==> src/design/mcr_pkg.sv <==
package mcr_pkg;

  localparam int FRAC_W   = 17;
  localparam int FRAC_SH  = 16;
  localparam logic [FRAC_W-1:0] FRAC_ONE = 17'h10000;

  localparam int CFG_AW   = 3;
  localparam int CFG_DW   = 11;

  localparam int IN_DW    = 56;
  localparam int OUT_DW   = 48;
  localparam int OUT_UW   = 2;

  localparam int PIX_W    = 10;
  localparam int COL_W    = 8;
  localparam int NPOINTS  = 8;
  localparam int PT_W     = 3;

  typedef enum logic {
    REQ_START = 1'b0,
    REQ_STEP  = 1'b1
  } req_e;

  typedef enum logic [CFG_AW-1:0] {
    CFG_WIDTH  = 3'd0,
    CFG_HEIGHT = 3'd1,
    CFG_RED    = 3'd2,
    CFG_GREEN  = 3'd3,
    CFG_BLUE   = 3'd4
  } cfg_idx_e;

  typedef struct packed {
    logic [COL_W-1:0] red;
    logic [COL_W-1:0] green;
    logic [COL_W-1:0] blue;
  } pen_t;

  typedef struct packed {
    logic [PIX_W-1:0] pixel_x;
    logic [PIX_W-1:0] pixel_y;
    logic             in_frame;
    pen_t             pen;
    logic             last_of_step;
    logic             circle_done;
  } res_t;

  function automatic logic [FRAC_W-1:0] sat_frac(input logic [FRAC_W-1:0] f);
    return (f > FRAC_ONE) ? FRAC_ONE : f;
  endfunction

endpackage

==> src/design/mcr_front.sv <==
module mcr_front import mcr_pkg::*; #(
  parameter int CW = 10
) (
  input  logic                s_tvalid_i,
  output logic                s_tready_o,
  input  logic [IN_DW-1:0]    s_tdata_i,
  input  logic                s_tuser_i,
  input  logic [CW-1:0]       wm1_i,
  input  logic [CW-1:0]       hm1_i,
  input  logic                q_full_i,
  output logic                push_o,
  output logic [3*CW:0]       cmd_o
);

  localparam int PRW = FRAC_W + CW;

  logic [FRAC_W-1:0] cx_frac, cy_frac, r_frac;
  logic [PRW-1:0]    prod_cx, prod_cy, prod_r;

  assign cx_frac = sat_frac(s_tdata_i[0 +: FRAC_W]);
  assign cy_frac = sat_frac(s_tdata_i[FRAC_W +: FRAC_W]);
  assign r_frac  = sat_frac(s_tdata_i[2*FRAC_W +: FRAC_W]);

  assign prod_cx = PRW'(cx_frac) * PRW'(wm1_i);
  assign prod_cy = PRW'(cy_frac) * PRW'(hm1_i);
  assign prod_r  = PRW'(r_frac)  * PRW'(wm1_i);

  assign cmd_o = {s_tuser_i, prod_r[FRAC_SH +: CW], prod_cx[FRAC_SH +: CW],
                  prod_cy[FRAC_SH +: CW]};

  assign s_tready_o = !q_full_i;
  assign push_o     = s_tvalid_i && !q_full_i;

endmodule

==> src/design/mcr_queue.sv <==
module mcr_queue #(
  parameter int W     = 31,
  parameter int DEPTH = 2
) (
  input  logic         clk_i,
  input  logic         rst_ni,
  input  logic         push_i,
  input  logic [W-1:0] data_i,
  input  logic         pop_i,
  output logic         full_o,
  output logic         valid_o,
  output logic [W-1:0] data_o
);

  localparam int AW = (DEPTH > 1) ? $clog2(DEPTH) : 1;
  localparam int NW = $clog2(DEPTH + 1);

  logic [W-1:0]  mem_q [DEPTH];
  logic [AW-1:0] wr_q, rd_q;
  logic [NW-1:0] cnt_q;
  logic          do_push, do_pop;

  assign full_o  = (cnt_q == NW'(DEPTH));
  assign valid_o = (cnt_q != '0);
  assign data_o  = mem_q[rd_q];
  assign do_push = push_i && !full_o;
  assign do_pop  = pop_i && valid_o;

  always_ff @(posedge clk_i or negedge rst_ni) begin
    if (!rst_ni) begin
      wr_q  <= '0;
      rd_q  <= '0;
      cnt_q <= '0;
    end else begin
      if (do_push) begin
        wr_q <= (wr_q == AW'(DEPTH - 1)) ? '0 : wr_q + 1'b1;
      end
      if (do_pop) begin
        rd_q <= (rd_q == AW'(DEPTH - 1)) ? '0 : rd_q + 1'b1;
      end
      if (do_push && !do_pop) begin
        cnt_q <= cnt_q + 1'b1;
      end else if (do_pop && !do_push) begin
        cnt_q <= cnt_q - 1'b1;
      end
    end
  end

  always_ff @(posedge clk_i) begin
    if (do_push) begin
      mem_q[wr_q] <= data_i;
    end
  end

endmodule

==> src/design/mcr_back.sv <==
module mcr_back import mcr_pkg::*; #(
  parameter int CW = 10
) (
  input  logic          clk_i,
  input  logic          rst_ni,
  input  logic          q_valid_i,
  input  logic [3*CW:0] q_data_i,
  output logic          pop_o,
  input  logic [CW-1:0] wm1_i,
  input  logic [CW-1:0] hm1_i,
  input  pen_t          pen_i,
  output logic          m_tvalid_o,
  input  logic          m_tready_i,
  output res_t          res_o
);

  localparam int PW = CW + 2;
  localparam int EW = CW + 4;
  localparam logic signed [PW-1:0] P_ONE = PW'(1);
  localparam logic signed [EW-1:0] E_ONE = EW'(1);
  localparam logic signed [EW-1:0] E_TWO = EW'(2);

  typedef enum logic {
    ST_IDLE,
    ST_EMIT
  } state_e;

  state_e                 state_q, state_d;
  logic [PT_W-1:0]        k_q, k_d;
  logic [CW-1:0]          cx_q, cx_d, cy_q, cy_d, r_q, r_d;
  logic signed [PW-1:0]   x_q, x_d, y_q, y_d;
  logic signed [EW-1:0]   dx_q, dx_d, dy_q, dy_d, err_q, err_d;
  logic                   busy_q, busy_d;
  logic                   out_valid_q, out_valid_d;
  res_t                   out_q, out_d;

  req_e                   kind;
  logic [CW-1:0]          r_in, cx_in, cy_in;
  logic signed [EW-1:0]   r2, e1, e_n, dx_n, dy_n;
  logic signed [PW-1:0]   x_n, y_n;
  logic                   busy_n;

  logic                   swap, xneg, yneg, in_fr;
  logic signed [PW-1:0]   a, b, cxs, cys, px, py, wm1s, hm1s;
  res_t                   pt, marker;
  logic                   out_adv;

  assign kind  = req_e'(q_data_i[3*CW]);
  assign r_in  = q_data_i[2*CW +: CW];
  assign cx_in = q_data_i[CW +: CW];
  assign cy_in = q_data_i[0 +: CW];

  always_comb begin
    r2 = $signed(EW'({r_q, 1'b0}));
    if (err_q <= 0) begin
      y_n  = y_q + P_ONE;
      e1   = err_q + dy_q;
      dy_n = dy_q + E_TWO;
    end else begin
      y_n  = y_q;
      e1   = err_q;
      dy_n = dy_q;
    end
    if (e1 > 0) begin
      x_n  = x_q - P_ONE;
      dx_n = dx_q + E_TWO;
      e_n  = e1 + dx_n - r2;
    end else begin
      x_n  = x_q;
      dx_n = dx_q;
      e_n  = e1;
    end
    busy_n = (x_n >= y_n);
  end

  always_comb begin
    swap = k_q inside {3'd1, 3'd2, 3'd5, 3'd6};
    xneg = k_q inside {3'd2, 3'd3, 3'd4, 3'd5};
    yneg = k_q inside {3'd4, 3'd5, 3'd6, 3'd7};
    a    = swap ? y_q : x_q;
    b    = swap ? x_q : y_q;
    cxs  = $signed(PW'(cx_q));
    cys  = $signed(PW'(cy_q));
    wm1s = $signed(PW'(wm1_i));
    hm1s = $signed(PW'(hm1_i));
    px   = xneg ? cxs - a : cxs + a;
    py   = yneg ? cys - b : cys + b;
    in_fr = (px >= 0) && (px <= wm1s) && (py >= 0) && (py <= hm1s);

    pt.pixel_x      = in_fr ? PIX_W'($unsigned(px)) : '0;
    pt.pixel_y      = in_fr ? PIX_W'($unsigned(py)) : '0;
    pt.in_frame     = in_fr;
    pt.pen          = pen_i;
    pt.last_of_step = (k_q == PT_W'(NPOINTS - 1));
    pt.circle_done  = !busy_n;

    marker              = '0;
    marker.last_of_step = 1'b1;
    marker.circle_done  = 1'b1;
  end

  assign out_adv = !out_valid_q || m_tready_i;

  always_comb begin
    state_d     = state_q;
    k_d         = k_q;
    cx_d        = cx_q;
    cy_d        = cy_q;
    r_d         = r_q;
    x_d         = x_q;
    y_d         = y_q;
    dx_d        = dx_q;
    dy_d        = dy_q;
    err_d       = err_q;
    busy_d      = busy_q;
    out_d       = out_q;
    out_valid_d = out_adv ? 1'b0 : out_valid_q;
    pop_o       = 1'b0;

    case (state_q)
      ST_IDLE: begin
        if (q_valid_i) begin
          if (kind == REQ_START) begin
            pop_o  = 1'b1;
            cx_d   = cx_in;
            cy_d   = cy_in;
            r_d    = r_in;
            x_d    = $signed(PW'(r_in)) - P_ONE;
            y_d    = '0;
            dx_d   = E_ONE;
            dy_d   = E_ONE;
            err_d  = E_ONE - $signed(EW'({r_in, 1'b0}));
            busy_d = (r_in != '0);
          end else if (out_adv) begin
            pop_o       = 1'b1;
            out_valid_d = 1'b1;
            if (busy_q) begin
              out_d   = pt;
              k_d     = k_q + 1'b1;
              state_d = ST_EMIT;
            end else begin
              out_d = marker;
            end
          end
        end
      end
      ST_EMIT: begin
        if (out_adv) begin
          out_valid_d = 1'b1;
          out_d       = pt;
          k_d         = k_q + 1'b1;
          if (k_q == PT_W'(NPOINTS - 1)) begin
            x_d     = x_n;
            y_d     = y_n;
            dx_d    = dx_n;
            dy_d    = dy_n;
            err_d   = e_n;
            busy_d  = busy_n;
            k_d     = '0;
            state_d = ST_IDLE;
          end
        end
      end
      default: begin
        state_d = ST_IDLE;
        k_d     = '0;
      end
    endcase
  end

  always_ff @(posedge clk_i or negedge rst_ni) begin
    if (!rst_ni) begin
      state_q     <= ST_IDLE;
      k_q         <= '0;
      cx_q        <= '0;
      cy_q        <= '0;
      r_q         <= '0;
      x_q         <= '0;
      y_q         <= '0;
      dx_q        <= E_ONE;
      dy_q        <= E_ONE;
      err_q       <= '0;
      busy_q      <= 1'b0;
      out_valid_q <= 1'b0;
      out_q       <= '0;
    end else begin
      state_q     <= state_d;
      k_q         <= k_d;
      cx_q        <= cx_d;
      cy_q        <= cy_d;
      r_q         <= r_d;
      x_q         <= x_d;
      y_q         <= y_d;
      dx_q        <= dx_d;
      dy_q        <= dy_d;
      err_q       <= err_d;
      busy_q      <= busy_d;
      out_valid_q <= out_valid_d;
      out_q       <= out_d;
    end
  end

  assign m_tvalid_o = out_valid_q;
  assign res_o      = out_q;

endmodule

==> src/design/midpoint_circle_rasterizer_top.sv <==
// A step item passes through the command queue and the output register before its
// first point shows when the point engine is free; the next seven points follow one
// per cycle unless the output stalls, holding the single result port while the queue
// takes new items. A start item or a done marker needs only the idle state.
// Reset: asynchronous, active low; clears the command queue, the circle state and the
// output register, and loads the frame and pen registers with their defaults.
module midpoint_circle_rasterizer_top import mcr_pkg::*; #(
  parameter int MAX_DIM = 1024
) (
  input  logic              clk_i,
  input  logic              rst_ni,
  input  logic              cfg_valid_i,
  output logic              cfg_ready_o,
  input  logic [CFG_AW-1:0] cfg_addr_i,
  input  logic [CFG_DW-1:0] cfg_data_i,
  input  logic              s_tvalid_i,
  output logic              s_tready_o,
  // center_x_frac[16:0], center_y_frac[33:17], radius_frac[50:34], zero pad
  input  logic [IN_DW-1:0]  s_tdata_i,
  // req_type[0]
  input  logic              s_tuser_i,
  output logic              m_tvalid_o,
  input  logic              m_tready_i,
  // pixel_x[9:0], pixel_y[19:10], red[27:20], green[35:28], blue[43:36], zero pad
  output logic [OUT_DW-1:0] m_tdata_o,
  // in_frame[0], circle_done[1]
  output logic [OUT_UW-1:0] m_tuser_o,
  output logic              m_tlast_o
);

  localparam int CW     = $clog2(MAX_DIM);
  localparam int CMD_W  = 3 * CW + 1;
  localparam int QDEPTH = 2;

  function automatic logic [CW-1:0] dim_m1(input logic [CFG_DW-1:0] v);
    logic [CFG_DW+1:0] ve;
    ve = {2'b00, v};
    if (v == '0) begin
      return '0;
    end
    if (ve > (CFG_DW + 2)'(MAX_DIM)) begin
      return CW'(MAX_DIM - 1);
    end
    return CW'(v - 1'b1);
  endfunction

  localparam logic [CW-1:0] RST_DM1 = dim_m1(CFG_DW'(256));

  logic [CW-1:0]    wm1_q, hm1_q;
  pen_t             pen_q;
  logic             q_full, q_push, q_pop, q_valid;
  logic [CMD_W-1:0] cmd_in, cmd_out;
  res_t             res;

  assign cfg_ready_o = 1'b1;

  always_ff @(posedge clk_i or negedge rst_ni) begin
    if (!rst_ni) begin
      wm1_q <= RST_DM1;
      hm1_q <= RST_DM1;
      pen_q <= '0;
    end else if (cfg_valid_i) begin
      case (cfg_idx_e'(cfg_addr_i))
        CFG_WIDTH:  wm1_q     <= dim_m1(cfg_data_i);
        CFG_HEIGHT: hm1_q     <= dim_m1(cfg_data_i);
        CFG_RED:    pen_q.red   <= cfg_data_i[COL_W-1:0];
        CFG_GREEN:  pen_q.green <= cfg_data_i[COL_W-1:0];
        CFG_BLUE:   pen_q.blue  <= cfg_data_i[COL_W-1:0];
        default: ;
      endcase
    end
  end

  mcr_front #(.CW(CW)) u_front (
    .s_tvalid_i (s_tvalid_i),
    .s_tready_o (s_tready_o),
    .s_tdata_i  (s_tdata_i),
    .s_tuser_i  (s_tuser_i),
    .wm1_i      (wm1_q),
    .hm1_i      (hm1_q),
    .q_full_i   (q_full),
    .push_o     (q_push),
    .cmd_o      (cmd_in)
  );

  mcr_queue #(.W(CMD_W), .DEPTH(QDEPTH)) u_queue (
    .clk_i   (clk_i),
    .rst_ni  (rst_ni),
    .push_i  (q_push),
    .data_i  (cmd_in),
    .pop_i   (q_pop),
    .full_o  (q_full),
    .valid_o (q_valid),
    .data_o  (cmd_out)
  );

  mcr_back #(.CW(CW)) u_back (
    .clk_i      (clk_i),
    .rst_ni     (rst_ni),
    .q_valid_i  (q_valid),
    .q_data_i   (cmd_out),
    .pop_o      (q_pop),
    .wm1_i      (wm1_q),
    .hm1_i      (hm1_q),
    .pen_i      (pen_q),
    .m_tvalid_o (m_tvalid_o),
    .m_tready_i (m_tready_i),
    .res_o      (res)
  );

  assign m_tdata_o = {4'b0000, res.pen.blue, res.pen.green, res.pen.red,
                      res.pixel_y, res.pixel_x};
  assign m_tuser_o = {res.circle_done, res.in_frame};
  assign m_tlast_o = res.last_of_step;

endmodule

==> config.mk <==
export PLATFORM = sky130hd
export DESIGN_NAME = midpoint_circle_rasterizer_top
export DESIGN_NICKNAME = d
export VERILOG_FILES = /design/src/design/mcr_pkg.sv /design/src/design/mcr_front.sv /design/src/design/mcr_queue.sv /design/src/design/mcr_back.sv /design/src/design/midpoint_circle_rasterizer_top.sv
export SDC_FILE = /design/constraint.sdc
export NUM_CORES = 2
export LEC_CHECK = 0
export BUFFER_PORTS_ARGS = -buffer_cell sky130_fd_sc_hd__buf_2
export CAP_MARGIN = 0
export CORE_UTILIZATION = 40
export DETAILED_ROUTE_END_ITERATION = 16
export SLEW_MARGIN = 20
export SYNTH_ARGS = -nofsm -noshare
export SYNTH_HDL_FRONTEND = slang
export SYNTH_SLANG_ARGS = --single-unit
==> constraint.sdc <==
create_clock -name clk_i -period 9.9 [get_ports clk_i]
set_input_delay 1.485 -clock clk_i [delete_from_list [all_inputs] [get_ports clk_i]]
set_output_delay 1.485 -clock clk_i [all_outputs]
set_load 0.01 [all_outputs]
==> reports/qor.yml <==
die:
  design.die.area_mm2: 0.0778
  num_rows: 101
  coreArea_mm2: 0.0759
  start_util_pct: 40.4
  io-pin-count: 130
  die_w_um: 279
  fp.dieH_um: 279
timing:
  whs_ns: 0.473
  finalSetupViolations: 0
  finalHoldViolations: 0
  fmax_ghz: 0.125
  rsz0062_at_grt: "no"
  maxSlewViolCount: 0
  period_needed_ns: 8.03
  fin_crit_sh_pct: 81.1
  tightest_slew_ns: 1.09
  relSlewSlack_pct: 27.1
  finalClockSkew_ns: 0.0168
  setup_tns_ns: 0
cts:
  cts_buffers: 29
  cts_root_buffer: "clkbuf_16"
  cts_hold_buffers: 0
  tritoncts: "built"
  post_cts_resized: 0
  clockBufferDepth: 3
  htree_num_levels: 1
  post_cts_buffers: 0
  clkTransAtPathRegs_ns: 0.06
  clk_latency_ns: 0.58
  numClockSinks: 259
synthesis:
  syn-cell-area_mm2: 0.0307
  yosys.area_share.simple_pct: 17.1
  yosys_warnings: 0
  muxShareOfSynthArea_pct: 3.11
  syn_avg_cell_area_um2: 9.10
  synth_top_family_by_area: "adder cells"
  ys_types: 85
  synth_area_leader_cell: "fa_1"
  ys_seq_area_share_pct: 22.2
  synth_fa_ha_area_share_pct: 34.4
  synthCells: 3374
  synth_edf_count: 62
  synth-seq-cells: 259
  yosysTopAreaCellShare_pct: 23.5
  synth.area.top_cells: "fa_1 (24%), dfrtp_1 (15%), ha_1 (11%)"
  synth-main-ff-cell: "dfrtp_1"
  synth_compound_area_share_pct: 10.3
  async_flop_share_pct: 76.1
  synth_xor_area_share_pct: 4.51
route:
  post_drt_via_cell_ratio: 5.15
  dr.pass1.iters: 5
  drt-initial-drc-count: 1390
  drc: 0
  dr_total_vias: 23000
  ant_nets: 0
  wirelength_um: 79000
  wl_per_cell_um: 17.7
setup_path:
  r2r-end: "u_queue.mem_q[1][19]$_DFFE_PP_"
  cp-startpoint: "s_tdata_i[7]"
  critPathMaxStageDelay_ns: 0.81
  rr_startpoint: "wm1_q[2]$_DFFE_PN1P_"
  cp.required_ns: 10.20
  reg2reg_depth: 22
  cp-start-kind: "input port"
  cp_slowest_cell: "a41oi_1"
  endpoint: "u_queue.mem_q[1][19]$_DFFE_PP_"
  arrival_ns: 8.33
  end_kind: "register"
  critPathMostFrequentCell: "fa_1"
  reg2reg_slack_ns: 2.84
  critical_path_class: "in -> reg"
  crit_chain: "buf_2 > nor4_1 > a41oi_1 > nor2_1 > and2_1 > fa_1 > fa_1 > fa_1 > fa_1 > inv_1 > fa_1 > inv_1 > ha_1 > a21o_1 > a21o_1 > a21oi_1 > or4b_1 > a31oi_1 > o211ai_1 > a31o_2 > a21oi_1 > xnor2_1"
  crit_fanout: 11
power_and_ir_drop:
  leakage_nw: 16.5
  ir_drop_uv: 336
  power_density_mw_per_mm2: 371
  p_total_mw: 12.4
layout:
  layout_commonest_cell: "inv_1"
  nNetsFinal: 4108
  final_cell_mix: "inv_1 (493), nand2_1 (451), fa_1 (361)"
  drive_gt1_share_pct: 8.63
  fill_cells: 7464
  fin_cells: 4460
  area_delta_synth_final_pct: 8.66
  final_cell_area_mm2: 0.0334
worst_hold_path:
  whs_path_depth: 1
  hold_class: "reg -> reg"
place:
  hpwl_um: 60800
  dpl_cell_area_mm2: 0.0323
  dp_cells: 4404
  gp_congestion: 0.896
  portBuffers: 119
global_route:
  grt_pass1_vias: 23200
  grt_usage_pct: 20.8
  grt_overflow: 0
  grt_max_degree: 72
  antenna_found_initial: 4
  grt_pass1_wl_um: 128000
status:
  status: "complete, no violations"
job:
  drv_cap: 0
-- state kept, by name, summed over array words and instances, names as in the netlist, 2 cells and up, named ones only --
register and count:
u_back.cx_q 10, pen_q 24, wm1_q 10, u_back.x_q 12
u_queue.cnt_q 2, u_queue.mem_q 62, u_back.res_o 47, u_back.cy_q 10
u_back.dx_q 14, u_back.err_q 14, u_back.r_q 10, u_back.y_q 12
u_back.dy_q 14, hm1_q 10, u_back.k_q 3
-- cells in the mapped netlist (6+ instances only) --
library cell / count
a2111oi_0: 6
a211o_1: 6
a211oi_1: 10
a21o_1: 32
a21oi_1: 95
a22o_1: 44
a311oi_1: 7
a31oi_1: 12
and2_1: 212
and3_1: 29
buf_1: 7
buf_2: 7
buf_4: 7
clkbuf_1: 152
dfrtp_1: 179
dfstp_2: 18
edfxtp_1: 62
fa_1: 361
ha_1: 266
inv_1: 493
mux2_2: 28
mux2i_1: 64
nand2_1: 452
nand2b_1: 20
nand3_1: 58
nand3b_1: 14
nand4_1: 14
nor2_1: 148
nor2b_1: 34
nor3_1: 49
nor4_1: 16
o2111ai_1: 6
o211ai_1: 15
o21a_1: 15
o21ai_0: 142
o21ai_1: 10
o311ai_1: 7
o31ai_1: 13
or2_2: 9
or3_1: 14
or4_1: 8
xnor2_1: 99
xor2_1: 59
-- where the power goes --
| group | leakage (nW) | switching, mW | internal, mW | total [mW] |
|---|---|---|---|---|
| registers | 2.98 | 0.377 | 1.65 | 2.02 |
| clock network | 0.482 | 0.464 | 0.658 | 1.12 |
| logic | 13.0 | 5.43 | 3.81 | 9.23 |
-- worst min-delay path by stage --
stage                                 startpoint                      endpoint  slack (ns)
global route               pen_q[16]$_DFFE_PN0P_  u_back.res_o[18]$_DFFE_PN0P_        0.50
global placement    u_back.res_o[26]$_DFFE_PN0P_  u_back.res_o[26]$_DFFE_PN0P_        0.46
floorplan             u_back.cx_q[0]$_DFFE_PN0P_    u_back.cx_q[0]$_DFFE_PN0P_        0.45
finish              u_back.res_o[26]$_DFFE_PN0P_  u_back.res_o[26]$_DFFE_PN0P_        0.47
CTS                 u_back.res_o[26]$_DFFE_PN0P_  u_back.res_o[26]$_DFFE_PN0P_        0.48
detailed placement  u_back.res_o[26]$_DFFE_PN0P_  u_back.res_o[26]$_DFFE_PN0P_        0.47
-- critical path, delay by kind of cell --
| family | cells | cell delay, ns |
|---|---|---|
| fa+ha+maj | 6 | 2.71 |
| simple gates | 4 | 1.28 |
| buf+inv | 3 | 0.37 |
| xor+xnor | 1 | 0.12 |
| compound gates | 8 | 2.34 |
-- layout make-up --
type                            count  area (µm²)  share of cell area (%)
Antenna cell                        2        5.00                  0.0150
Clock buffer                       35         801                    2.40
Clock inverter                     19         198                   0.593
Inverter                          493        1850                    5.55
Multi-Input combinational cell   2452       21400                    64.2
Sequential cell                   259        6820                    20.4
Tap cell                         1030        1290                    3.86
Timing Repair Buffer              170         988                    2.96
-- routing by layer --
metal / share of wire, % / global-route usage [%] / wire [µm] / vias to the layer above
met5: 0.057 / 0 / 45 / -
met4: 1.7 / 3.83 / 1330 / 6
met3: 5.8 / 3.27 / 4560 / 82
met2: 46 / 33.8 / 36000 / 482
met1: 47 / 29.4 / 37100 / 11400
li1: - / - / - / 11000
-- cell families (layout without fill, tap and decap cells) --
group,count (synthesis),after routing
other cells,2,7
fa+ha+maj,628,628
flops,259,259
simple gates,1091,1091
buf+inv,666,717
compound gates,478,478
xor+xnor,158,158
mux,92,92
-- stage by stage --
stage / util [%] / setup slack (ns)
6_report: 43.9 / 1.87
5_1_grt: 43.9 / 1.38
4_1_cts: 43.9 / 1.84
3_5_place_dp: 42.6 / 1.25
3_3_place_gp: 42.6 / 1.27
2_1_floorplan: - / 1.97
Note: power is estimated with default switching activity, not from simulation.
